File: src/hw/rtl/dhd_pkg.sv
// shared types and constants of the detection head decode block
// no dependencies, compiled first
package dhd_pkg;

  localparam int CLASS_COUNT = 80;
  localparam int CLS_W       = (CLASS_COUNT > 1) ? $clog2(CLASS_COUNT) : 1;

  localparam int QUEUE_DEPTH = 4;
  localparam int QA_W        = $clog2(QUEUE_DEPTH);

  localparam int SCORE_W = 16;
  localparam int COORD_W = 16;
  localparam int INV_W   = 24;
  localparam int PIX_W   = 13;
  localparam int IDX_W   = 9;
  localparam int CFG_W   = 24;
  localparam int CFG_A_W = 3;

  localparam int FRAC_BITS = 23;
  localparam int NUM_W     = COORD_W + 3;
  localparam int PROD_W    = NUM_W + INV_W + 1;
  localparam int EXT_W     = COORD_W + INV_W;
  localparam int LIM_W     = PIX_W + FRAC_BITS;

  typedef enum logic [CFG_A_W-1:0] {
    REG_SCORE_THRESHOLD = 3'd0,
    REG_INVERSE_SCALE   = 3'd1,
    REG_PAD_LEFT        = 3'd2,
    REG_PAD_TOP         = 3'd3,
    REG_IMAGE_WIDTH     = 3'd4,
    REG_IMAGE_HEIGHT    = 3'd5
  } reg_idx_e;

  typedef struct packed {
    logic [SCORE_W-1:0] score_threshold;
    logic [INV_W-1:0]   inverse_scale;
    logic [COORD_W-1:0] pad_left;
    logic [COORD_W-1:0] pad_top;
    logic [PIX_W-1:0]   image_width;
    logic [PIX_W-1:0]   image_height;
  } cfg_t;

  typedef struct packed {
    logic signed [IDX_W-1:0] class_index;
    logic [SCORE_W-1:0]      best_score;
    logic [COORD_W-1:0]      center_x;
    logic [COORD_W-1:0]      center_y;
    logic [COORD_W-1:0]      box_width;
    logic [COORD_W-1:0]      box_height;
  } job_t;

  localparam logic signed [IDX_W-1:0] NO_CLASS = '1;

endpackage

File: src/hw/rtl/dhd_queue.sv
// short job queue between the front end and the box mapping pipeline
// depends on dhd_pkg
module dhd_queue (
  input  logic          clk_i,
  input  logic          rst_ni,
  input  logic          push_i,
  input  dhd_pkg::job_t push_data_i,
  output logic          full_o,
  input  logic          pop_i,
  output dhd_pkg::job_t pop_data_o,
  output logic          empty_o
);
  import dhd_pkg::*;

  job_t            mem_q [QUEUE_DEPTH];
  logic [QA_W-1:0] wr_q, rd_q;
  logic [QA_W:0]   cnt_q;
  logic            do_push, do_pop;

  assign full_o     = cnt_q == (QA_W+1)'(QUEUE_DEPTH);
  assign empty_o    = cnt_q == '0;
  assign do_push    = push_i && !full_o;
  assign do_pop     = pop_i && !empty_o;
  assign pop_data_o = mem_q[rd_q];

  always_ff @(posedge clk_i or negedge rst_ni) begin
    if (!rst_ni) begin
      wr_q  <= '0;
      rd_q  <= '0;
      cnt_q <= '0;
    end else begin
      if (do_push) wr_q <= (wr_q == QA_W'(QUEUE_DEPTH - 1)) ? '0 : wr_q + 1'b1;
      if (do_pop) rd_q <= (rd_q == QA_W'(QUEUE_DEPTH - 1)) ? '0 : rd_q + 1'b1;
      if (do_push && !do_pop) cnt_q <= cnt_q + 1'b1;
      else if (do_pop && !do_push) cnt_q <= cnt_q - 1'b1;
    end
  end

  always_ff @(posedge clk_i) begin
    if (do_push) mem_q[wr_q] <= push_data_i;
  end

endmodule

File: config.mk
export PLATFORM = sky130hd
export DESIGN_NAME = dhd_queue
export DESIGN_NICKNAME = d
export VERILOG_FILES = /design/src/hw/rtl/dhd_pkg.sv /design/src/hw/rtl/dhd_queue.sv
export SDC_FILE = /design/constraint.sdc
export NUM_CORES = 1
export LEC_CHECK = 0
export BUFFER_PORTS_ARGS = -buffer_cell sky130_fd_sc_hd__buf_4
export CORE_MARGIN = 2
export CORE_UTILIZATION = 40
export CTS_CLUSTER_SIZE = 25
export DETAILED_ROUTE_END_ITERATION = 10
export PLACE_DENSITY = 0.58
export SETUP_SLACK_MARGIN = 0.15
export SLEW_MARGIN = 0
export SYNTH_ARGS = -nofsm -noshare
export SYNTH_HDL_FRONTEND = slang
export SYNTH_SLANG_ARGS = --single-unit
File: constraint.sdc
create_clock -name clk_i -period 5.3 [get_ports clk_i]
set_input_delay 0.265 -clock clk_i [delete_from_list [all_inputs] [get_ports clk_i]]
set_output_delay 0.265 -clock clk_i [all_outputs]
set_load 0.01 [all_outputs]
==> impl_table.tex <==
\begin{tabular}{lr}
\hline
Metric & Value \\
\hline
\multicolumn{2}{l}{\textbf{Status}} \\
\quad Result of the run & complete, no violations \\
\multicolumn{2}{l}{\textbf{Critical path}} \\
\quad Crit-path max FO & 54 \\
\quad Largest stage delay on the critical path & 0.94 ns \\
\quad Required time of the worst setup path & 5.04 ns \\
\quad Type of element capturing the critical path & output port \\
\quad RR Endpoint & mem\_q[3][33] \\
\quad Master of the slowest instance on the critical path & sky130\_fd\_sc\_hd\_\_dfrtp\_4 \\
\quad Depth of the worst register-to-register path & 4 \\
\quad Setup slack of the worst register-to-register path & 2.68 ns \\
\quad Crit path arrival time & 2.75 ns \\
\quad Worst setup path class & reg -> out \\
\quad Kind of start point of the critical path & register \\
\quad Chain of cells forming the critical path & buf\_12 > mux4\_2 > buf\_4 \\
\quad Source of the critical timing path & rd\_q[0] \\
\quad Capturing element of the worst setup path & pop\_data\_o[30] \\
\quad Reg2reg start & wr\_q[0] \\
\multicolumn{2}{l}{\textbf{Synth}} \\
\quad Number of enable-type register cells in the synthesized netlist & 356 \\
\quad Portion of the post-synthesis area used by sequential elements & 81.2\% \\
\quad Post-Syn Nets & 602 \\
\quad Post-synthesis async set-or-reset flop share & 1.93\% \\
\quad Netlist area before placement & 13400 um\^{}2 \\
\quad Synth Warn \# & 0 \\
\quad Commonest register cell after synthesis & sky130\_fd\_sc\_hd\_\_edfxtp\_1 \\
\quad Mean Syn Cell Area & 26.7 um\^{}2 \\
\quad Synthesized instance count & roughly 500 \\
\quad Post-synthesis cell type count & 24 \\
\quad Flip-flop and latch count after synthesis & 363 \\
\quad Most numerous cell in the Yosys netlist & sky130\_fd\_sc\_hd\_\_edfxtp\_1 \\
\quad Proportion of netlist area held by the largest area contributor & about four fifths \\
\quad Cell type with the highest aggregate area in the netlist & sky130\_fd\_sc\_hd\_\_edfxtp\_1 \\
\quad Ranking of synthesized cells by instance count & 356 x sky130\_fd\_sc\_hd\_\_edfxtp\_1, 89 x sky130\_fd\_sc\_hd\_\_mux4\_2, 9 x sky130\_fd\_sc\_hd\_\_buf\_2 \\
\quad Top area cells in the synthesized netlist & sky130\_fd\_sc\_hd\_\_edfxtp\_1 80\%, sky130\_fd\_sc\_hd\_\_mux4\_2 15\%, sky130\_fd\_sc\_hd\_\_dfrtp\_1 1.3\%, sky130\_fd\_sc\_hd\_\_buf\_12 1.2\%, sky130\_fd\_sc\_hd\_\_ha\_1 0.56\% \\
\multicolumn{2}{l}{\textbf{Clock network}} \\
\quad Clock tree from TritonCTS & yes \\
\quad Clock transition at the registers of the reported paths & 0.06 ns \\
\quad Bufs on Longest Clock Path & 3 \\
\quad Clock net sink count & 363 \\
\quad H-tree depth reported by CTS & 2 \\
\quad Clock latency reported for the late side of the worst-skew pair & 0.51 ns \\
\quad TritonCTS Buffers & 39 \\
\quad CTS Root Buffer Type & sky130\_fd\_sc\_hd\_\_clkbuf\_16 \\
\multicolumn{2}{l}{\textbf{Timing}} \\
\quad Crit share post-route & 56.9\% \\
\quad Unrepaired setup endpoints after global routing & no \\
\quad Final-report setup violation count & 0 \\
\quad Final worst clock skew & 0.0103 ns \\
\quad Relative slew slack & a little under a fifth \\
\quad Final count of pins violating max slew & 0 \\
\quad Transition time of the tightest slew-check pin & 1.22 ns \\
\quad Total negative slack for setup checks & 0 ns \\
\quad Maximum clock frequency & between 300 and 400 MHz \\
\quad Hold Violations, Final & 0 \\
\quad Period minus WS final & 3.02 ns \\
\multicolumn{2}{l}{\textbf{Power}} \\
\quad Power density normalized to cell area & 553 nW/um\^{}2 \\
\quad Max VDD drop & 0.000361 V \\
\quad Static leakage & 0.00598 uW \\
\multicolumn{2}{l}{\textbf{GRT}} \\
\quad Met2 track demand over resource & 24.2\% \\
\quad Pin count of the biggest net entering global routing & 62 \\
\quad Via count of the first global-routing pass & between 6000 and 7000 \\
\quad First-pass GRT wire length & between 40 and 50 mm \\
\quad Number of antenna violations at the first check in global routing & 3 \\
\quad GR met3 Demand/Resource & 4.33\% \\
\quad Aggregate global routing overflow & 0 \\
\quad Overall track demand over capacity in global routing & 15.1\% \\
\quad Gr busiest metal & met2 \\
\quad GR Layer Usage met1 & between 20\% and 30\% \\
\multicolumn{2}{l}{\textbf{Final layout}} \\
\quad Fill cell count & 2549 \\
\quad Final Instance Count excl. Fillers & 1277 \\
\quad Share of layout cells above drive strength 1 & 42.2\% \\
\quad Area added between synthesis and finish & 30.1\% \\
\quad Number of nets in the finished design & 903 \\
\multicolumn{2}{l}{\textbf{Floorplan}} \\
\quad Initial standard-cell utilization of the core & 40.8\% \\
\quad Die width & around 190 um \\
\quad Area of the core region & $\sim$33000 um\^{}2 \\
\quad Y dimension of the die & 187 um \\
\quad Die Footprint & 34900 um\^{}2 \\
\quad Number of top-level pins & 184 \\
\quad Standard-cell rows & 66 \\
\multicolumn{2}{l}{\textbf{Placement}} \\
\quad Count of port buffers added during placement & 183 \\
\quad Gpl congestion & 0.730 \\
\quad Placed cells & 1114 \\
\quad Post-DP HPWL & 15.2 mm \\
\multicolumn{2}{l}{\textbf{Drt}} \\
\quad Detailed-routing iteration count for the pre-antenna-repair pass & 5 \\
\quad Number of DRC violations after detailed-routing iteration 0 & slightly below 500 \\
\quad DR DRC count & 0 \\
\quad Total detailed-routing wirelength & 26.2 mm \\
\quad Avg WL per Cell & 20.5 um \\
\quad Average via count per standard cell & 4.95 \\
\quad Count of nets left with antenna violations after detail routing & 0 \\
\quad Count of vias placed by the detailed router & between 6000 and 7000 \\
\multicolumn{2}{l}{\textbf{Worst hold path}} \\
\quad Class of the worst hold path & in -> async \\
\multicolumn{2}{l}{\textbf{Job}} \\
\quad Max-cap viol count & 0 \\
\hline
\end{tabular}
## kinds of logic after synthesis
kind of cell / share of synthesized area [%]
simple gates: 0.570
buf+inv: 1.84
xor+xnor: 0.196
fa+ha+maj: 0.710
mux: 15.4
flops: 81.2
compound gates: 0.150
## timing repair
action | 4_1_cts | 5_1_grt
gates resized for setup | 0 | 0
hold buffers | 90 | 0
buffers inserted | 0 | 0
hold endpoints to repair | 363 | 0
## layout by cell type, fill, tap and decap left out, drive strengths merged
| cell | netlist | layout |
|---|---|---|
| dlygate4sd3 | 0 | 90 |
| o31ai | 1 | 1 |
| and2 | 3 | 3 |
| ha | 6 | 6 |
| diode | 0 | 3 |
| nand2 | 1 | 1 |
| xnor2 | 1 | 1 |
| fa | 1 | 1 |
| clkbuf | 1 | 45 |
| nor2b | 1 | 1 |
| xor2 | 2 | 2 |
| mux2 | 4 | 4 |
| nor3b | 1 | 1 |
| clkinv | 0 | 11 |
| a21o | 1 | 1 |
| bufinv | 0 | 8 |
| edfxtp | 356 | 356 |
| mux4 | 89 | 89 |
| nor3 | 2 | 2 |
| inv | 3 | 5 |
| dfrtp | 7 | 7 |
| buf | 19 | 190 |
| nor2 | 3 | 3 |
| clkinvlp | 0 | 4 |
## power breakdown
| part | leakage, uW | switching, uW | internal [uW] |
|---|---|---|---|
| registers | 0.00334 | 311 | 3790 |
| clock network | 0.000646 | 1060 | 1750 |
| logic | 0.00200 | 1290 | 1420 |
| total | 0.00598 | 2660 | 6970 |
## registers in the layout (all words and copies together) (netlist names)
name	cells
cnt_q	3
mem_q	356
rd_q	2
wr_q	2
## critical path: cells and delay by family, from the launching register on
family	cells	cell delay [ns]
buffers and inverters	2	0.65
multiplexers	1	0.61
flip-flops	1	0.94
## how the worst min path moves through the flow
stage	start	endpoint	slack, ns	cells past startpoint
6_report	rst_ni	cnt_q[0]	0.09	2
3_5_place_dp	rst_ni	cnt_q[1]	0.09	1
4_1_cts	rst_ni	rd_q[1]	0.08	2
3_3_place_gp	rst_ni	cnt_q[2]	0.08	1
5_1_grt	rst_ni	rd_q[1]	0.09	2
2_1_floorplan	rst_ni	cnt_q[0]	-0.03	0
## final cells by class
type / count / area [um^2] / area share, %
Clock inverter: 25 / 340 / 1.95
Antenna cell: 3 / 7.51 / 0.0431
Clock buffer: 45 / 998 / 5.73
Timing Repair Buffer: 280 / 2340 / 13.4
Inverter: 3 / 11.3 / 0.0647
Multi-Input combinational cell: 116 / 2290 / 13.1
Sequential cell: 363 / 10900 / 62.4
Tap cell: 442 / 553 / 3.18
## through the flow
step / cell area [um^2] / hold WS (ns) / power [uW] / util, % / setup WS [ns]
2_1_floorplan: 13400 / -0.0306 / 5780 / - / 0.415
6_report: 17400 / 0.0922 / 9630 / 53.1 / 2.28
4_1_cts: 17400 / 0.0785 / 9790 / 53.1 / 2.16
5_1_grt: 17400 / 0.0939 / 10100 / 53.1 / 2.03
3_5_place_dp: 15200 / 0.0889 / 6910 / 46.3 / 2.63
3_3_place_gp: 15200 / 0.0827 / 6840 / 46.3 / 2.68
## metal layers
layer  up-vias  wire [um]
met5         -          0
met4         0        508
met3        42       1950
met2       219      12500
met1      3278      11300
li1       2779          -
No activity file was read; power rests on OpenSTA's default activity.
