**config.mk**
```make
export PLATFORM = sky130hd
export DESIGN_NAME = dhd_front_flat
export DESIGN_NICKNAME = d
export VERILOG_FILES = /design/src/hw/rtl/dhd_pkg.sv /design/src/hw/rtl/dhd_stream_if.sv /design/src/hw/rtl/dhd_front.sv /design/src/flat_wrapper.sv
export SDC_FILE = /design/constraint.sdc
export NUM_CORES = 1
export LEC_CHECK = 0
export BUFFER_PORTS_ARGS = -buffer_cell sky130_fd_sc_hd__buf_2
export CELL_PAD_IN_SITES_DETAIL_PLACEMENT = 0
export CELL_PAD_IN_SITES_GLOBAL_PLACEMENT = 1
export CORE_ASPECT_RATIO = 1.2
export CORE_MARGIN = 3
export CORE_UTILIZATION = 30
export CTS_BUF_LIST = sky130_fd_sc_hd__clkbuf_2 sky130_fd_sc_hd__clkbuf_4 sky130_fd_sc_hd__clkbuf_8
export DETAILED_ROUTE_END_ITERATION = 8
export PLACE_DENSITY_LB_ADDON = 0.1
export SKIP_CTS_REPAIR_TIMING = 1
export SLEW_MARGIN = 20
export SYNTH_ARGS = -nofsm -noshare
export SYNTH_HDL_FRONTEND = slang
export SYNTH_SLANG_ARGS = --single-unit
```
**constraint.sdc**
```tcl
create_clock -name clk_i -period 4.98 [get_ports clk_i]
set_input_delay 0.996 -clock clk_i [delete_from_list [all_inputs] [get_ports clk_i]]
set_output_delay 0.996 -clock clk_i [all_outputs]
set_load 0.03 [all_outputs]
```
**src/hw/rtl/dhd_pkg.sv**
```systemverilog
// shared types and constants of the detection head decode block
// no dependencies, compiled first
package dhd_pkg;

  localparam int CLASS_COUNT = 80;
  localparam int CLS_W       = (CLASS_COUNT > 1) ? $clog2(CLASS_COUNT) : 1;

  localparam int QUEUE_DEPTH = 4;
  localparam int QA_W        = $clog2(QUEUE_DEPTH);

  localparam int SCORE_W = 16;
  localparam int COORD_W = 16;
  localparam int INV_W   = 24;
  localparam int PIX_W   = 13;
  localparam int IDX_W   = 9;
  localparam int CFG_W   = 24;
  localparam int CFG_A_W = 3;

  localparam int FRAC_BITS = 23;
  localparam int NUM_W     = COORD_W + 3;
  localparam int PROD_W    = NUM_W + INV_W + 1;
  localparam int EXT_W     = COORD_W + INV_W;
  localparam int LIM_W     = PIX_W + FRAC_BITS;

  typedef enum logic [CFG_A_W-1:0] {
    REG_SCORE_THRESHOLD = 3'd0,
    REG_INVERSE_SCALE   = 3'd1,
    REG_PAD_LEFT        = 3'd2,
    REG_PAD_TOP         = 3'd3,
    REG_IMAGE_WIDTH     = 3'd4,
    REG_IMAGE_HEIGHT    = 3'd5
  } reg_idx_e;

  typedef struct packed {
    logic [SCORE_W-1:0] score_threshold;
    logic [INV_W-1:0]   inverse_scale;
    logic [COORD_W-1:0] pad_left;
    logic [COORD_W-1:0] pad_top;
    logic [PIX_W-1:0]   image_width;
    logic [PIX_W-1:0]   image_height;
  } cfg_t;

  typedef struct packed {
    logic signed [IDX_W-1:0] class_index;
    logic [SCORE_W-1:0]      best_score;
    logic [COORD_W-1:0]      center_x;
    logic [COORD_W-1:0]      center_y;
    logic [COORD_W-1:0]      box_width;
    logic [COORD_W-1:0]      box_height;
  } job_t;

  localparam logic signed [IDX_W-1:0] NO_CLASS = '1;

endpackage

```
**src/hw/rtl/dhd_stream_if.sv**
```systemverilog
// score input and box output channels of the detection head decode block
// depends on dhd_pkg
interface dhd_in_if;
  logic                        valid;
  logic                        ready;
  logic [dhd_pkg::SCORE_W-1:0] class_score;
  logic                        last_class;
  logic [dhd_pkg::COORD_W-1:0] center_x;
  logic [dhd_pkg::COORD_W-1:0] center_y;
  logic [dhd_pkg::COORD_W-1:0] box_width;
  logic [dhd_pkg::COORD_W-1:0] box_height;

  modport source(output valid, class_score, last_class, center_x, center_y, box_width,
                 box_height, input ready);
  modport sink(input valid, class_score, last_class, center_x, center_y, box_width,
               box_height, output ready);
endinterface


```
**src/hw/rtl/dhd_front.sv**
```systemverilog
// front end: running class maximum per anchor, threshold test, job push
// depends on dhd_pkg and dhd_in_if
module dhd_front (
  input  logic                   clk_i,
  input  logic                   rst_ni,
  dhd_in_if.sink                 in_i,
  input  logic [dhd_pkg::SCORE_W-1:0] threshold_i,
  input  logic                   full_i,
  output logic                   push_o,
  output dhd_pkg::job_t          job_o
);
  import dhd_pkg::*;

  logic [SCORE_W-1:0]      max_q, max_d;
  logic signed [IDX_W-1:0] cls_q, cls_d;
  logic [CLS_W-1:0]        cnt_q, cnt_d;
  logic                    take;
  logic                    better;
  logic [SCORE_W-1:0]      best;
  logic signed [IDX_W-1:0] best_cls;

  assign in_i.ready = !full_i;
  assign take       = in_i.valid && !full_i;
  assign better     = in_i.class_score > max_q;
  assign best       = better ? in_i.class_score : max_q;
  assign best_cls   = better ? $signed(IDX_W'(cnt_q)) : cls_q;

  always_comb begin
    max_d = max_q;
    cls_d = cls_q;
    cnt_d = cnt_q;
    if (take) begin
      if (in_i.last_class) begin
        max_d = '0;
        cls_d = NO_CLASS;
        cnt_d = '0;
      end else begin
        max_d = best;
        cls_d = best_cls;
        if (cnt_q < CLS_W'(CLASS_COUNT - 1)) cnt_d = cnt_q + 1'b1;
      end
    end
  end

  always_ff @(posedge clk_i or negedge rst_ni) begin
    if (!rst_ni) begin
      max_q <= '0;
      cls_q <= NO_CLASS;
      cnt_q <= '0;
    end else begin
      max_q <= max_d;
      cls_q <= cls_d;
      cnt_q <= cnt_d;
    end
  end

  assign push_o = take && in_i.last_class && (best >= threshold_i);

  always_comb begin
    job_o.class_index = best_cls;
    job_o.best_score  = best;
    job_o.center_x    = in_i.center_x;
    job_o.center_y    = in_i.center_y;
    job_o.box_width   = in_i.box_width;
    job_o.box_height  = in_i.box_height;
  end

endmodule

```
**src/flat_wrapper.sv**
```systemverilog
// flat-port wrapper written by rule: the top's interface ports become plain ports
module dhd_front_flat import dhd_pkg::*;
  (clk_i, rst_ni, threshold_i, full_i, push_o, job_o, in_i_valid, in_i_class_score, in_i_last_class, in_i_center_x, in_i_center_y, in_i_box_width, in_i_box_height, in_i_ready);
  dhd_in_if in_i_i ();
  input  logic clk_i;
  input  logic rst_ni;
  input  logic [dhd_pkg::SCORE_W-1:0] threshold_i;
  input  logic full_i;
  output logic push_o;
  output dhd_pkg::job_t job_o;
  input wire logic [$bits(in_i_i.valid)-1:0] in_i_valid;
  input wire logic [$bits(in_i_i.class_score)-1:0] in_i_class_score;
  input wire logic [$bits(in_i_i.last_class)-1:0] in_i_last_class;
  input wire logic [$bits(in_i_i.center_x)-1:0] in_i_center_x;
  input wire logic [$bits(in_i_i.center_y)-1:0] in_i_center_y;
  input wire logic [$bits(in_i_i.box_width)-1:0] in_i_box_width;
  input wire logic [$bits(in_i_i.box_height)-1:0] in_i_box_height;
  output wire logic [$bits(in_i_i.ready)-1:0] in_i_ready;
  assign in_i_i.valid = in_i_valid;
  assign in_i_i.class_score = in_i_class_score;
  assign in_i_i.last_class = in_i_last_class;
  assign in_i_i.center_x = in_i_center_x;
  assign in_i_i.center_y = in_i_center_y;
  assign in_i_i.box_width = in_i_box_width;
  assign in_i_i.box_height = in_i_box_height;
  assign in_i_ready = in_i_i.ready;
  dhd_front u_core (.clk_i(clk_i), .rst_ni(rst_ni), .in_i(in_i_i), .threshold_i(threshold_i), .full_i(full_i), .push_o(push_o), .job_o(job_o));
endmodule
```
==> results, run 1 <==
- For the worst-skew pair, the clock arrives at the later sink with an insertion delay of 280 ps.
- The starting utilization of the core area is 31.6%.
- The detailed-route via count is 2353.
- The detail route stage leaves a number of antenna-violating nets equal to 0.
- The total congestion overflow after global routing is 0.
- The tool flagged a number of max-cap violations equal to 0.
- Synthesis produced a netlist whose cell count is approximately 330.
- The H-tree generated during clock tree synthesis spans 2 levels.
- The number of buffers on the longest clock path is 2.
- The HPWL after detailed placement is just under 6 mm.
- For this design the total switching power over the nets is slightly above 0.5 mW.
- The area growth from synthesis to layout is 14.8%.
- The worst-case vdd ir drop is ~0.00025 V.
- Measured on the finished design, the core utilization comes to a little over a third.
- The post-placement worst setup slack is -57.3 ps.
- The number of diodes added for antenna fixing is 0.
- The start-to-end type of the worst setup path is input port to output pin.
- The required time at the endpoint of the critical path is 3980 ps.
- Clock tree synthesis found a total of 32 sinks.
- The total clock buffers created by CTS is 5.
- After synthesis, flip-flops and latches occupy between 20% and 30% of the total area.
- The count of warnings emitted by yosys is 0.
- The share of power burned in registers is approximately 30%.
- The total global routing track utilization is a little over an eighth.
- The average instance in the mapped netlist occupies slightly below 9 µm².
- After floorplanning, the core was divided into 38 placement rows.
- The startpoint identified for the worst register-to-register timing path is u_core.max_q[9]$_DFFE_PN0P_.
- The count of cell types in the netlist is 44.
- The most frequently used flop master after synthesis is sky130_fd_sc_hd__dfrtp_1.
- After detailed routing, the number of remaining DRC violations is 0.
- In this run the standard cell core region covers 0.00927 mm².
- Setup slack on the critical path of the routed design comes to 143 ps.
- The number of cells traversed by the worst register-to-register path is 9.
- The cell sitting at the root of the clock tree is a sky130_fd_sc_hd__clkbuf_8.
- The type of element launching the critical path is an input port.
- The wire length of the first global-routing pass is about 12 mm.
- The CTS tree is done.
- The via count of the first global-routing pass was about 2400.
- The total power density per cell area is 363 mW/mm².
- For this run, asynchronously set or reset flops after synthesis account for 100%.
- The average vias per placed instance is between 4 and 5.
- The number of max-slew violations in the final report is 0.
- The internal power is about 0.71 mW.
- Of the cells placed in the final design, the portion with a size suffix greater than 1 is between 40% and 50%.
- On the final layout, the worst hold slack is about 500 ps.
- The endpoint of the lowest-slack register-to-register path is u_core.max_q[12]$_DFFE_PN0P_.
- The final-report hold violation count came to 0.
- The weighted congestion reported at the end of routability-driven placement is between 0.7 and 0.8.
- Yosys mapped a number of flops with a built-in enable equal to 0.
- The net count of the finished layout is just under 500.
- The chip height is 114 µm.
- The clock transition at the registers of the reported paths is ~70 ps.
- Along the worst hold path, the cell count comes to 1.
- The run finished with clean final reports.
- After layout, the worst path uses approximately 100% of the clock period.
- Timing would allow up to approximately 0.21 GHz.
- The synthesized design contains 32 register bits.
- The path type of the worst min-delay path is flop to flop.
- In this run the register-to-register setup slack is approximately 2400 ps.
- The static leakage power is 1.62 nW.
- The fraction of power consumed by combinational cells is a little over half.
- For this block, the initial DRC count from the detailed router was 73.
- The routed length per placed instance is around 16 µm.
- The time the worst path needs with I/O delays and setup is a little under 5000 ps.
- At the pin with the least slew margin, the transition time is around 760 ps.
- The cell area after synthesis is around 0.0029 mm².
- On the final layout, the worst clock skew is 6.86 ps.
- The worst setup path is captured at an output pin.
- The worst hold path begins at u_core.max_q[14]$_DFFE_PN0P_.
- The fraction of power spent switching nets is between 40% and 50%.
- The count of buffers added on input and output ports is 63.
- The die covers between 0.01 and 0.015 mm².
- The worst pin sits at a relative slew slack of between 40% and 50%.
- The floorplan step set the die width to roughly 96 µm.
- The number of nets handed over by synthesis was roughly 470.
- Entering global routing, the biggest net connects 33 pins.
- The number of antenna violations at the first check in global routing is 0.
- Of all nets on the critical path, the largest fanout is 7.
- The clock network burns around 17% of the power.
- The worst hold path terminates at u_core.max_q[14]$_DFFE_PN0P_.
- The data arrival time at the worst-slack endpoint is 3840 ps.
- The sum of routed wire length over all layers is about 7.5 mm.
- The I/O pin total is approximately 190.
- The final number of setup-violating endpoints is 0.
- The first TritonRoute pass finished after 4 iterations.
[cell usage after synthesis (2+ instances only)]
library cell / instances / share of area [%]
sky130_fd_sc_hd__a21oi_1: 10 / 1.7
sky130_fd_sc_hd__nand4b_1: 7 / 2.1
sky130_fd_sc_hd__dfrtp_1: 23 / 20
sky130_fd_sc_hd__buf_4: 64 / 16
sky130_fd_sc_hd__nand2_1: 30 / 3.8
sky130_fd_sc_hd__or3_1: 2 / 0.43
sky130_fd_sc_hd__nand3_1: 7 / 1.2
sky130_fd_sc_hd__nor2_1: 8 / 1.0
sky130_fd_sc_hd__mux2_2: 7 / 2.7
sky130_fd_sc_hd__o32a_1: 7 / 2.4
sky130_fd_sc_hd__nor3_1: 2 / 0.34
sky130_fd_sc_hd__ha_1: 33 / 14
sky130_fd_sc_hd__and2_1: 2 / 0.43
sky130_fd_sc_hd__dfstp_2: 9 / 8.1
sky130_fd_sc_hd__inv_1: 35 / 4.5
sky130_fd_sc_hd__a21o_1: 7 / 1.8
sky130_fd_sc_hd__nand4_1: 5 / 1.1
sky130_fd_sc_hd__nor2b_1: 4 / 0.85
sky130_fd_sc_hd__buf_2: 4 / 0.68
sky130_fd_sc_hd__o21ai_0: 24 / 4.1
sky130_fd_sc_hd__xnor2_1: 2 / 0.60
sky130_fd_sc_hd__clkbuf_1: 5 / 0.64
sky130_fd_sc_hd__a22o_1: 9 / 2.7
sky130_fd_sc_hd__o311ai_0: 7 / 2.1
[per-stage QoR]
| step | instances | power (mW) | TNS (ps) | instance area, µm² |
|---|---|---|---|---|
| after global routing | 478 | 1.32 | -2.13 | 3370 |
| after floorplan | 333 | 0.870 | 0 | 2990 |
| final | 478 | 1.22 | 0 | 3370 |
| after global placement | 469 | 0.981 | -54.3 | 3130 |
| after CTS | 477 | 1.20 | -62.1 | 3210 |
| after detailed placement | 469 | 0.981 | -57.3 | 3130 |
[power by group through the flow]
stage                     clock network (mW)  logic [mW]  registers, mW
final                                  0.205       0.659          0.358
after global routing                   0.227       0.733          0.364
after CTS                              0.218       0.624          0.357
after detailed placement                   0       0.620          0.361
after global placement                     0       0.621          0.360
after floorplan                            0       0.517          0.354
[worst max-delay path by stage]
stage / startpoint / end / slack [ps]
finish: in_i_class_score[11] / push_o / 140
global route: in_i_class_score[11] / push_o / -2
CTS: in_i_class_score[14] / push_o / -60
detailed placement: in_i_class_score[14] / push_o / -60
global placement: in_i_class_score[5] / push_o / -50
floorplan: in_i_class_score[14] / push_o / 4
[per-layer routing]
layer | vias up | part of all wire (%) | GRT usage, %
met5 | - | 0 | 0
met2 | 62 | 49 | 23.6
li1 | 1158 | - | -
met3 | 29 | 4.9 | 2.04
met4 | 0 | 3.5 | 5.22
met1 | 1104 | 43 | 17.1
[layout make-up]
type | instances | area, µm²
clock inverter | 1 | 5.00
clock buffer | 7 | 83.8
timing repair buffer | 92 | 551
inverter | 35 | 131
sequential | 32 | 812
fill | 968 | 5900
multi-input combinational | 191 | 1640
tap | 120 | 150
[critical path, stage by stage]
cell and delay (ps):
sky130_fd_sc_hd__buf_2 110, sky130_fd_sc_hd__ha_1 300, sky130_fd_sc_hd__nand4_1 170, sky130_fd_sc_hd__nor2_1 60
sky130_fd_sc_hd__a221o_1 310, sky130_fd_sc_hd__o31a_4 410, sky130_fd_sc_hd__nand2_1 130, sky130_fd_sc_hd__o21ai_4 80
sky130_fd_sc_hd__ha_4 240, sky130_fd_sc_hd__a21o_1 170, sky130_fd_sc_hd__a21o_1 180, sky130_fd_sc_hd__a211oi_2 180
sky130_fd_sc_hd__o21ai_1 80, sky130_fd_sc_hd__o211ai_1 120, sky130_fd_sc_hd__a41oi_2 150, sky130_fd_sc_hd__buf_6 160
[cell families (layout without fill, tap and decap cells)]
| group | after synthesis | count (layout) | synth area share (%) |
|---|---|---|---|
| buf+inv | 110 | 135 | 22.7 |
| compound gates | 76 | 76 | 18.7 |
| simple gates | 72 | 72 | 13.2 |
| fa+ha+maj | 33 | 33 | 14.1 |
| flops | 32 | 32 | 27.7 |
| mux | 8 | 8 | 3.03 |
| xor+xnor | 2 | 2 | 0.597 |
[placed cells by master (no fill, tap or decap), drive strengths merged, types with 4 or more instances in the layout]
cell     n
buf     92
inv     35
ha      33
nand2   31
o21ai   26
dfrtp   23
a21oi   10
a22o     9
dfstp    9
nor2     8
a21o     7
nand3    7
mux2     7
nand4b   7
o311ai   7
o32a     7
clkbuf   7
nand4    5
nor2b    4
[registers in the layout, summed over array words and instances (netlist names)]
register and flops:
u_core.max_q 16, u_core.cls_q 9, u_core.cnt_q 7
Power figures use the tool's default switching activity.
==> inputs of run 2 (changes only) <==
--- a/config.mk
+++ b/config.mk
@@ -5,7 +5,7 @@
 export SDC_FILE = /design/constraint.sdc
 export NUM_CORES = 1
 export LEC_CHECK = 0
-export BUFFER_PORTS_ARGS = -buffer_cell sky130_fd_sc_hd__buf_2
+export BUFFER_PORTS_ARGS = -buffer_cell sky130_fd_sc_hd__buf_4
 export CELL_PAD_IN_SITES_DETAIL_PLACEMENT = 0
 export CELL_PAD_IN_SITES_GLOBAL_PLACEMENT = 1
 export CORE_ASPECT_RATIO = 1.2
@@ -13,7 +13,7 @@
 export CORE_UTILIZATION = 30
 export CTS_BUF_LIST = sky130_fd_sc_hd__clkbuf_2 sky130_fd_sc_hd__clkbuf_4 sky130_fd_sc_hd__clkbuf_8
 export DETAILED_ROUTE_END_ITERATION = 8
-export PLACE_DENSITY_LB_ADDON = 0.1
+export PLACE_DENSITY = 0.85
 export SKIP_CTS_REPAIR_TIMING = 1
 export SLEW_MARGIN = 20
 export SYNTH_ARGS = -nofsm -noshare
==> run 2 against run 1 <==
Against the previous run:
- count of clock-buffer cells in the layout up 1
- global-route usage down 1.2 points
- largest cell class unchanged
- first-iteration DRC count down 1.4%
- cell area up 2.7%
- maximum frequency down 1.3%
- via count down 1.6%
- critical endpoint unchanged
==> results, run 2 (synthesized netlist as in run 1, its figures left out) <==
- The flow ran to the end, and the final reports show no timing, DRC or antenna violations.
- The cell area after layout is 0.00346 mm².
- At the end of the flow the core is filled with cells to ~37%.
- The final cell count without fillers is roughly 460.
- The share of the clock period used by the worst path is 98.4%.
- The static leakage power is approximately 1.6 nW.
- The post-route setup TNS is 0 ps.
- The relative slew slack is 68.7%.
- The total congestion overflow after global routing is 0.
- The worst hold path was traced through 2 stages.
- Using the TritonRoute via totals, the vias-per-cell ratio works out to between 4 and 5.
- The floorplan has 38 rows.
- The number of max-slew violations in the final report is 0.
- The number of antenna violations at the first check in global routing came to 0.
- The horizontal die dimension is 96.3 µm.
- The detailed-route via count is ~2300.
- The slew at the pin closest to its max-slew limit is around 470 ps.
- The number of diodes added for antenna fixing is 0.
- The cell area after placement is roughly 0.0032 mm².
- The clock root buffer is sky130_fd_sc_hd__clkbuf_8.
- After detailed routing, the number of remaining DRC violations is 0.
- Summed over all layers, the routed wires come to 7.07 mm.
- The congestion estimate from routability-driven global placement came to about 0.77.
- In this run, CTS created clock tree buffers numbering 5.
- The start point of the worst hold path is u_core.max_q[6]$_DFFE_PN0P_.
- The largest fanout on the critical path is 6.
- The kind of end point of the critical path is an output pin.
- Data on the critical path is required at its endpoint by 3980 ps.
- The final layout contains around 480 nets.
- The area growth from synthesis to layout is 17.9%.
- The I/O pin total is 192.
- The final-report hold violation count came to 0.
- Including well taps, the total number of placed cells is around 450.
- The worst hold path belongs to the class flop to flop.
- The total power density per cell area is ~370 mW/mm².
- After the first detailed-routing iteration, the DRC count stood at 72.
- Global routing used between 10% and 20% of the available tracks across all layers.
- More flip-flops sit in one register than any other, and that register is u_core.max_q.
- The critical path is of the input port to output pin type.
- In the final routed layout, each cell accounts on average for about 15 µm.
- The time the worst path needs with I/O delays and setup is 4900 ps.
- Setup violations remaining at the end of the flow were counted as 0.
- The H-tree was split into 2 levels.
- Counting cells, the worst reg-to-reg path comes to 11.
- The maximum frequency from static timing analysis is around 0.2 GHz.
- The worst-case vdd ir drop is just over 0.0002 V.
- The number of flip-flops under the largest register name is 16.
- The data arrival time at the worst-slack endpoint is 3910 ps.
- The CTS tree is done.
- In this run the critical register-to-register path is captured at u_core.cls_q[0]$_DFFE_PN1P_.
- The pre-antenna-repair detailed-routing pass consisted of 4 iterations.
- The number of clock sinks seen by CTS is 32.
- The floorplan core area is around 0.009 mm².
- The wire length of the first global-routing pass is around 11 mm.
- The worst setup path is launched from an input port.
- The number of buffers on the longest clock path is 2.
- In the layout the commonest cells are sky130_fd_sc_hd__buf_4, sky130_fd_sc_hd__inv_1, sky130_fd_sc_hd__nand2_1.
- The clock transition at the registers of the reported paths is about 70 ps.
- The clock reaches the later pin of the worst-skew pair after 290 ps.
- The detail route stage leaves a number of antenna-violating nets equal to 0.
- The beginning of the worst register-to-register path is u_core.max_q[5]$_DFFE_PN0P_.
- The flop-to-flop setup slack is 2300 ps.
- The hold-critical path endpoint is u_core.max_q[6]$_DFFE_PN0P_.
- The post-route netlist has roughly two fifths of its cells at a drive strength greater than 1.
- For this configuration, the core starts out at a cell density of 31.6%.
- The die covers around 0.011 mm².
- Max-cap violations in this run came to 0.
- The HPWL after detailed placement is ~5.3 mm.
- Across the routed clock network, the largest skew measured is roughly 8.0 ps.
- The number of buffers inserted by port buffering is 63.
- Entering global routing, the biggest net connects 33 pins.
- In the final layout, the registers with the most flip-flops are u_core.max_q x16, u_core.cls_q x9, u_core.cnt_q x7.
- The via count of the first global-routing pass came to between 2000 and 2500.
- The most common library cell in the layout ignoring fill and taps is sky130_fd_sc_hd__buf_4.
- Measured along the y axis, the die boundary spans about 110 µm.
run 2: cell types whose count changed in the layout (fill, tap and decap cells not counted), moves of 2 or more:
| cell | previous run | this run |
|---|---|---|
| sky130_fd_sc_hd__ha_4 | 8 | 12 |
| sky130_fd_sc_hd__ha_1 | 25 | 21 |
| sky130_fd_sc_hd__buf_2 | 62 | 0 |
| sky130_fd_sc_hd__buf_4 | 27 | 75 |
| sky130_fd_sc_hd__o21ai_1 | 12 | 14 |
| sky130_fd_sc_hd__o21ai_0 | 7 | 5 |
run 2: final cells by class:
cell class / instances / area (µm²)
clock buffer: 8 / 97.6
fill: 921 / 5810
inverter: 35 / 131
multi-input combinational: 191 / 1670
sequential: 32 / 812
tap: 120 / 150
timing repair buffer: 78 / 597
run 2: how the worst max path moves through the flow:
stage                                     from  depth (start not counted)      to  slack, ps
after floorplan           in_i_class_score[14]                         13  push_o          4
after global placement    in_i_class_score[14]                         16  push_o         -4
after detailed placement   in_i_class_score[5]                         16  push_o        -20
after CTS                  in_i_class_score[5]                         16  push_o        -20
after global routing       in_i_class_score[5]                         17  push_o        -20
final                     in_i_class_score[14]                         17  push_o         80
run 2: layer usage:
layer	wire [µm]	track usage [%]
met1	2940	15.0
met2	3490	21.0
met3	438	2.43
met4	199	6.07
met5	0	0
run 2: power breakdown:
| part | internal, mW | total (mW) | switching, mW | leakage [nW] |
|---|---|---|---|---|
| clock network | 0.124 | 0.223 | 0.0992 | 0.0523 |
| registers | 0.326 | 0.357 | 0.0313 | 0.399 |
| logic | 0.300 | 0.685 | 0.385 | 1.15 |
run 2: through the flow:
step	worst slack, ps	total power [mW]	hold slack [ps]
after global placement	-4.21	0.973	477
after CTS	-24.3	1.22	503
after floorplan	4.23	0.870	466
final	78.5	1.26	498
after global routing	-15.5	1.36	513
after detailed placement	-17.6	0.990	484
run 2: critical path, cell delays in order:
cell	delay, ps
sky130_fd_sc_hd__buf_4	130
sky130_fd_sc_hd__ha_4	240
sky130_fd_sc_hd__a21oi_2	120
sky130_fd_sc_hd__nand2_1	70
sky130_fd_sc_hd__a221o_1	340
sky130_fd_sc_hd__o31a_2	360
sky130_fd_sc_hd__buf_6	140
sky130_fd_sc_hd__buf_4	140
sky130_fd_sc_hd__nand2_1	80
sky130_fd_sc_hd__o21ai_2	70
sky130_fd_sc_hd__ha_1	320
sky130_fd_sc_hd__a21o_1	200
sky130_fd_sc_hd__a211oi_2	180
sky130_fd_sc_hd__o21ai_1	80
sky130_fd_sc_hd__o211ai_1	110
sky130_fd_sc_hd__a41oi_2	150
sky130_fd_sc_hd__buf_6	160
